--- config.mk ---
export PLATFORM = sky130hd
export DESIGN_NAME = ddo_ctrl
export DESIGN_NICKNAME = d
export VERILOG_FILES = /design/src/rtl/ddo_pkg.sv /design/src/rtl/ddo_ctrl.sv
export SDC_FILE = /design/constraint.sdc
export NUM_CORES = 1
export LEC_CHECK = 0
export BUFFER_PORTS_ARGS = -buffer_cell sky130_fd_sc_hd__clkbuf_2
export CAP_MARGIN = 30
export CORE_UTILIZATION = 34
export DETAILED_ROUTE_END_ITERATION = 10
export GPL_TIMING_DRIVEN = 0
export PLACE_DENSITY = 0.65
export SYNTH_ARGS = -nofsm -noshare
export SYNTH_HDL_FRONTEND = slang
export SYNTH_SLANG_ARGS = --single-unit
--- constraint.sdc ---
create_clock -name clk -period 1.9 [get_ports clk]
set_input_delay 0.57 -clock clk [delete_from_list [all_inputs] [get_ports clk]]
set_output_delay 0.57 -clock clk [all_outputs]
set_load 0.03 [all_outputs]
--- src/rtl/ddo_pkg.sv ---
// package for the differential drive odometry unit
// widths, fixed-point constants, command/status types and the cordic atan table
// no dependencies
package ddo_pkg;

    localparam int ANG_W            = 16;
    localparam int RAD_W            = 16;
    localparam int TRK_W            = 20;
    localparam int POS_W            = 32;
    localparam int IDX_W            = 2;
    localparam int CFG_W            = 20;
    localparam int MUL_W            = 32;
    localparam int PROD_W           = 64;
    localparam int TRV_W            = 28;
    localparam int SUM_W            = 29;
    localparam int DIV_BITS         = 51;
    localparam int CNT_W            = 6;
    localparam int STEP_W           = 5;
    localparam int CRD_W            = 34;
    localparam int ATAN_ENTRIES     = 24;
    localparam int CORDIC_STEPS_DEF = 16;

    localparam logic [IDX_W-1:0] REG_RIGHT_RADIUS = 2'd0;
    localparam logic [IDX_W-1:0] REG_LEFT_RADIUS  = 2'd1;
    localparam logic [IDX_W-1:0] REG_AXLE_TRACK   = 2'd2;

    localparam logic [TRK_W-1:0] TRACK_RESET    = 20'd65536;
    localparam logic [MUL_W-1:0] TWO_PI_Q28     = 32'd1686629713;
    localparam logic [MUL_W-1:0] INV_TWO_PI_Q32 = 32'd683565276;
    localparam logic [CRD_W-1:0] CORDIC_GAIN    = 34'd652032875;

    typedef enum logic [4:0] {
        OP_NONE,
        OP_ACCEPT,
        OP_MR1,
        OP_MR2,
        OP_ML1,
        OP_ML2,
        OP_TL,
        OP_DIVSET,
        OP_DIV,
        OP_HLO,
        OP_HHI,
        OP_HCAP,
        OP_FOLD,
        OP_MZ,
        OP_CINIT,
        OP_CORD,
        OP_MX,
        OP_MY,
        OP_FIN,
        OP_LOAD
    } dp_op_t;

    typedef struct packed {
        dp_op_t              op;
        logic [STEP_W-1:0]   step;
    } dp_cmd_t;

    typedef struct packed {
        logic have_prev;
        logic out_busy;
    } dp_stat_t;

    typedef enum logic [4:0] {
        ST_IDLE,
        ST_MR1,
        ST_MR2,
        ST_ML1,
        ST_ML2,
        ST_TL,
        ST_DIVSET,
        ST_DIV,
        ST_HLO,
        ST_HHI,
        ST_HCAP,
        ST_FOLD,
        ST_MZ,
        ST_CINIT,
        ST_CORD,
        ST_MX,
        ST_MY,
        ST_FIN,
        ST_DONE
    } state_t;

    function automatic logic [31:0] atan_q30(input logic [STEP_W-1:0] i);
        logic [31:0] r;
        case (i)
            5'd0:    r = 32'd843314857;
            5'd1:    r = 32'd497837829;
            5'd2:    r = 32'd263043837;
            5'd3:    r = 32'd133525159;
            5'd4:    r = 32'd67021687;
            5'd5:    r = 32'd33543516;
            5'd6:    r = 32'd16775851;
            5'd7:    r = 32'd8388437;
            5'd8:    r = 32'd4194283;
            5'd9:    r = 32'd2097149;
            5'd10:   r = 32'd1048576;
            5'd11:   r = 32'd524288;
            5'd12:   r = 32'd262144;
            5'd13:   r = 32'd131072;
            5'd14:   r = 32'd65536;
            5'd15:   r = 32'd32768;
            5'd16:   r = 32'd16384;
            5'd17:   r = 32'd8192;
            5'd18:   r = 32'd4096;
            5'd19:   r = 32'd2048;
            5'd20:   r = 32'd1024;
            5'd21:   r = 32'd512;
            5'd22:   r = 32'd256;
            5'd23:   r = 32'd128;
            default: r = 32'd0;
        endcase
        return r;
    endfunction

endpackage

--- src/rtl/ddo_ctrl.sv ---
// sequencing state machine of the odometry unit
// issues one datapath command per cycle, counts divider and cordic steps; uses ddo_pkg
module ddo_ctrl #(
    parameter int CORDIC_STEPS = ddo_pkg::CORDIC_STEPS_DEF
) (
    input  logic              clk,
    input  logic              rst_n,
    input  logic              in_valid,
    output logic              in_stall,
    input  ddo_pkg::dp_stat_t stat,
    output ddo_pkg::dp_cmd_t  cmd
);
    import ddo_pkg::*;

    state_t             state_reg;
    state_t             state_next;
    logic [CNT_W-1:0]   cnt_reg;
    logic [CNT_W-1:0]   cnt_next;

    always_ff @(posedge clk or negedge rst_n)
    begin
        if (!rst_n)
        begin
            state_reg <= ST_IDLE;
            cnt_reg   <= '0;
        end
        else
        begin
            state_reg <= state_next;
            cnt_reg   <= cnt_next;
        end
    end

    always_comb
    begin
        state_next = state_reg;
        cnt_next   = '0;
        case (state_reg)
            ST_IDLE:
            begin
                if (in_valid)
                begin
                    state_next = stat.have_prev ? ST_MR1 : ST_DONE;
                end
            end
            ST_MR1:    state_next = ST_MR2;
            ST_MR2:    state_next = ST_ML1;
            ST_ML1:    state_next = ST_ML2;
            ST_ML2:    state_next = ST_TL;
            ST_TL:     state_next = ST_DIVSET;
            ST_DIVSET: state_next = ST_DIV;
            ST_DIV:
            begin
                if (cnt_reg == CNT_W'(DIV_BITS - 1))
                begin
                    state_next = ST_HLO;
                end
                else
                begin
                    cnt_next = cnt_reg + 1'b1;
                end
            end
            ST_HLO:    state_next = ST_HHI;
            ST_HHI:    state_next = ST_HCAP;
            ST_HCAP:   state_next = ST_FOLD;
            ST_FOLD:   state_next = ST_MZ;
            ST_MZ:     state_next = ST_CINIT;
            ST_CINIT:  state_next = ST_CORD;
            ST_CORD:
            begin
                if (cnt_reg == CNT_W'(CORDIC_STEPS - 1))
                begin
                    state_next = ST_MX;
                end
                else
                begin
                    cnt_next = cnt_reg + 1'b1;
                end
            end
            ST_MX:     state_next = ST_MY;
            ST_MY:     state_next = ST_FIN;
            ST_FIN:    state_next = ST_DONE;
            ST_DONE:
            begin
                if (!stat.out_busy)
                begin
                    state_next = ST_IDLE;
                end
            end
            default:   state_next = ST_IDLE;
        endcase
    end

    always_comb
    begin
        in_stall = 1'b1;
        cmd.step = cnt_reg[STEP_W-1:0];
        cmd.op   = OP_NONE;
        case (state_reg)
            ST_IDLE:
            begin
                in_stall = 1'b0;
                cmd.op   = in_valid ? OP_ACCEPT : OP_NONE;
            end
            ST_MR1:    cmd.op = OP_MR1;
            ST_MR2:    cmd.op = OP_MR2;
            ST_ML1:    cmd.op = OP_ML1;
            ST_ML2:    cmd.op = OP_ML2;
            ST_TL:     cmd.op = OP_TL;
            ST_DIVSET: cmd.op = OP_DIVSET;
            ST_DIV:    cmd.op = OP_DIV;
            ST_HLO:    cmd.op = OP_HLO;
            ST_HHI:    cmd.op = OP_HHI;
            ST_HCAP:   cmd.op = OP_HCAP;
            ST_FOLD:   cmd.op = OP_FOLD;
            ST_MZ:     cmd.op = OP_MZ;
            ST_CINIT:  cmd.op = OP_CINIT;
            ST_CORD:   cmd.op = OP_CORD;
            ST_MX:     cmd.op = OP_MX;
            ST_MY:     cmd.op = OP_MY;
            ST_FIN:    cmd.op = OP_FIN;
            ST_DONE:   cmd.op = stat.out_busy ? OP_NONE : OP_LOAD;
            default:   cmd.op = OP_NONE;
        endcase
    end

`ifndef SYNTHESIS
    a_first_sample: assert property (@(posedge clk) disable iff (!rst_n)
        (state_reg == ST_IDLE && in_valid && !stat.have_prev) |=> state_reg == ST_DONE)
        else $error("first sample did not go straight to result");
    a_cnt_idle: assert property (@(posedge clk) disable iff (!rst_n)
        (state_reg != ST_DIV && state_reg != ST_CORD) |-> cnt_reg == '0)
        else $error("step counter not cleared outside iteration");
    a_cord_range: assert property (@(posedge clk) disable iff (!rst_n)
        state_reg == ST_CORD |-> cnt_reg < CNT_W'(CORDIC_STEPS))
        else $error("cordic step count overrun");
`endif

endmodule

# Word-level counts from Yosys, hierarchy flattened
# Index checks and enable logic that the tools add are counted.
[op_classes] addsub=1 n_eq_ne=24 n_mux=13 reduce_logical=2
[op_table] operator="$pmux 5 s19" n=2
[op_table] operator="$eq 5x4->1 const B" n=8
[op_table] operator="$mux 5" n=6
[op_table] operator="$eq 5x3->1 const B" n=4
[op_table] operator="$eq 5x5->1 const B" n=3
[op_table] operator="$mux 6" n=2
[op_table] operator="$pmux 6 s2" n=1
[op_table] operator="$eq 5x2->1 const B" n=2
[op_table] operator="$ne 2x2->1 const B" n=4
[op_table] operator="$add 6x1->6 const B" n=1
[op_table] operator="$eq 6x4->1 const B" n=1
[op_table] operator="$eq 6x6->1 const B" n=1
[op_table] operator="$eq 5x1->1 const B" n=1
[op_table] operator="$logic_not 5->1" n=1
[op_table] operator="$reduce_and 4->1" n=1
[op_table] operator="$mux 1" n=2
[totals] ff_bits=11 input_bits=5 output_inout_bits=11 elab_cells=42

# Longest topological paths before layout
[depth] depth_word=3 depth_mapped=6 ltp_nobuf=6

# Least setup slack after synthesis
# OpenSTA, ideal clock, no wires.
[synth_timing] path_kind="register to output" startpoint="reg state_reg[3]" endpoint="out cmd[5] in the netlist's numbering" arrival_time_ns=1.434 required_time_ns=1.330 path_slack_ns=-0.104 path_stages_with_launch=5 n_path_buf=1 cell_sequence="dfrtp_1 > buf_2 > nor2_1 > a21oi_1 > nor3_1"
[synth_lines] item="start, declared" line_no="ddo_ctrl.sv:15" text="state_t state_reg;"
[synth_lines] item="start signal, assigned" line_no="ddo_ctrl.sv:29" text="state_reg <= state_next;"
[synth_lines] item="end, declared" line_no="ddo_ctrl.sv:11" text="output ddo_pkg::dp_cmd_t cmd"

# Final worst setup path
[layout_timing] startpoint="reg state_reg[3]" endpoint="out in_stall"
[layout_between] elab_chain_len=2
[layout_lines] item="$logic_not 5->1" line_no="ddo_ctrl.sv:99" text="case (state_reg)"
[layout_lines] item="$mux 1" line_no="ddo_ctrl.sv:99"
[layout_lines] item="end, declared" line_no="ddo_ctrl.sv:9" text="output logic in_stall,"
# No other way between the ends.

==> impl_metrics.tcl <==
set metrics [dict create \
    result_of_the_run "finished with violations" \
    violated_checks "setup timing" \
    grt_setup_unrepaired "true" \
    htree_num_levels 1 \
    synth_seq_area_share_pct 36.2 \
    hold_violations 0 \
    grt-ovfl-total 0 \
    worst-endpoint-required_ns 1.33 \
    area_growth_pct 45.8 \
    worst_setup_path_start_kind "flop" \
    final-instance-count-excl-fill 146 \
    clock_power_share_pct 9.5 \
    cts.reportedPaths.clkPinSlew_ns 0.08 \
    fin_skew_ns 0.00327 \
    critical_path_class "reg2out" \
    min-delay-path-class "in2async" \
    postLayoutSetupSlackWorst_ns -0.272 \
    die_width_um 49.3 \
    yosys_most_used_dff "dfrtp_1" \
    sequentialPowerShare_pct 19.1 \
    first_iter_violations 11 \
    floorplan_die_height_um 49.3 \
    placed_cell_area_um2 873 \
    yosys_warnings 0 \
    routed_wire_length_per_instance_um 13.7 \
    clock_path_buffers 2 \
    drc_violations_left 0 \
    power_w 0.00183 \
    post_synth_inst_count 88 \
    design.die.area_mm2 0.00243 \
    number_of_enable_flip_flop_cells_after_synthesis 0 \
    finalMaxSlewViolations 0 \
    avgSynthCellArea_um2 8.63 \
    cts_sinks 11 \
    synth.distinct_cells 35 \
    type_of_element_capturing_the_critical_path "output port" \
    syn_nets 95 \
    dp_slack_ns -0.0744 \
    number_of_global_route_vias_before_repair 672 \
    antenna_violating_nets_post_route 0 \
    power.static_leakage_nw 0.514 \
    setup-violations-final 5 \
    tritoncts "yes" \
    stdcell_area_mm2 0.00111 \
    synth.cell_area_um2 759 \
    netsw_w 0.000856 \
    power.switching_fraction_pct 46.7 \
    std_cell_rows 16 \
    design.core.area_mm2 0.00202 \
    hold_bufs_inserted_after_cts 0 \
    layout_common_cells "buf_4 (18), nor2_1 (13), dfrtp_1 (9), clkbuf_2 (9)" \
    layout_min_cycle_time_ns 2.17 \
    final_common_cell "buf_4" \
    synth_seq_cells 11 \
    final.period_utilization_pct 114 \
    crit_arrival_ns 1.60 \
    crit_path_max_fanout 3 \
    clk-insertion-delay-late_ns 0.28 \
    combinationalPowerShare_pct 71.4 \
    slew-limit-headroom_pct 78.0 \
    clk_root_buffer_cell "clkbuf_4" \
    largest_net_degree_at_the_start_of_global_routing 12 \
    port-buffer-count 15 \
    i_o_pins 16 \
    fmax_mhz 461 \
    num_vias 750 \
    dp.final_hpwl_um 1130 \
    async_flop_share_pct 100 \
    drtPass1Iterations 4 \
    fin_setup_tns_ns -0.822 \
    tritoncts.num_buffers 3 \
    drv.max_cap_violation_count 0 \
    grt_util_all_layers_pct 15.5 \
    largest_register_ff_count 6 \
    tightest_slew_ns 0.329 \
    final_layout_size_suffix_gt1_share_pct 47.1 \
    drt-vias-per-instance 5.14 \
    grt_antenna_before_repair 0 \
    final_net_count 127 \
    gpl.final_weighted_congestion 0.802 \
    antenna-diode-count 0 \
    intPower_w 0.000979 \
    floorplan.initialDensity_pct 37.6 \
    dpl.cell_count 130 \
    routed_wl_um 2000 \
    grt_first_pass_wirelength_um 2930 \
    power-per-cell-area_mw_per_mm2 1660 \
    vdd_drop_max_v 0.000817 \
]
==> cells in the mapped netlist (2+ instances only) <==
library cell | count | area share, %
xnor2_1 | 4 | 4.6
dfrtp_1 | 11 | 36
nor3_1 | 5 | 3.3
and3_1 | 2 | 1.6
inv_1 | 3 | 1.5
xor2_1 | 3 | 3.5
o21ai_1 | 2 | 1.3
nor2_1 | 15 | 7.4
buf_2 | 3 | 2.0
or3_1 | 2 | 1.6
buf_4 | 6 | 5.9
nand2_1 | 4 | 2.0
ha_1 | 2 | 3.3
o21ai_0 | 3 | 2.0
a21oi_1 | 3 | 2.0
==> power by group through the flow <==
stage          sequential (W)  clock [W]  combinational, W
5_1_grt              0.000355   0.000189           0.00140
2_1_floorplan        0.000348          0          0.000672
3_3_place_gp         0.000364          0          0.000848
3_5_place_dp         0.000366          0          0.000852
4_1_cts              0.000340   0.000166           0.00102
6_report             0.000350   0.000175           0.00131
==> layout make-up <==
| class | count | area (um^2) |
|---|---|---|
| Buffer | 8 | 67.6 |
| Clock buffer | 4 | 26.3 |
| Fill cell | 189 | 915 |
| Inverter | 3 | 11.3 |
| Multi-Input combinational cell | 65 | 474 |
| Sequential cell | 11 | 278 |
| Tap cell | 27 | 33.8 |
| Timing Repair Buffer | 28 | 216 |
==> kinds of logic (layout without fill, tap and decap cells) <==
kind of cell / after synthesis / after routing / synth area share (%)
and+or+nand+nor: 37 / 37 / 25.4
AOI/OAI and AO/OA: 18 / 18 / 16.1
buffers and inverters: 12 / 43 / 9.39
DFF: 11 / 11 / 36.2
xor gates and xnor gates: 7 / 7 / 8.07
adders and majority gates: 2 / 2 / 3.29
muxes: 1 / 1 / 1.48
==> critical path: stages, from the launching register on <==
cell	delay (ns)
dfrtp_2	0.43
or3_4	0.41
or3_4	0.34
buf_8	0.14
==> final timing paths <==
path	start	to	slack (ns)	depth (start not counted)
hold reg to reg	cnt_reg[0]$_DFF_PN0_	cnt_reg[0]$_DFF_PN0_	0.52	1
setup / recovery	state_reg[3]$_DFFE_PN0P_	in_stall	-0.27	3
min in group clk	cnt_reg[0]$_DFF_PN0_	cnt_reg[0]$_DFF_PN0_	0.52	1
max in group asynchronous	rst_n	state_reg[2]$_DFFE_PN0P_	1.50	1
setup reg to reg	cnt_reg[0]$_DFF_PN0_	state_reg[0]$_DFFE_PN0P_	0.25	5
hold / removal	rst_n	cnt_reg[2]$_DFF_PN0_	0.16	1
==> layer usage <==
layer  vias up  track usage, %  part of all wire (%)
li1        363               -                     -
met1       370            19.1                    45
met2        15            26.7                    52
met3         2            1.56                   2.1
met4         0            7.35                  0.40
met5         -               0                     0
==> through the flow <==
| step | util, % | hold slack [ns] |
|---|---|---|
| floorplan | - | 0.274 |
| global placement | 43.2 | 0.457 |
| detailed placement | 43.2 | 0.461 |
| CTS | 48.8 | 0.172 |
| global route | 54.8 | 0.166 |
| finish | 54.8 | 0.157 |
==> what timing repair did <==
action / CTS / global route
cloned: 0 / 0
endpoints found under the setup margin: 6 / 6
resized for setup: 13 / 21
buffers inserted: 6 / 7
pin swaps: 3 / 3
Note: power is estimated with default switching activity, not from simulation.
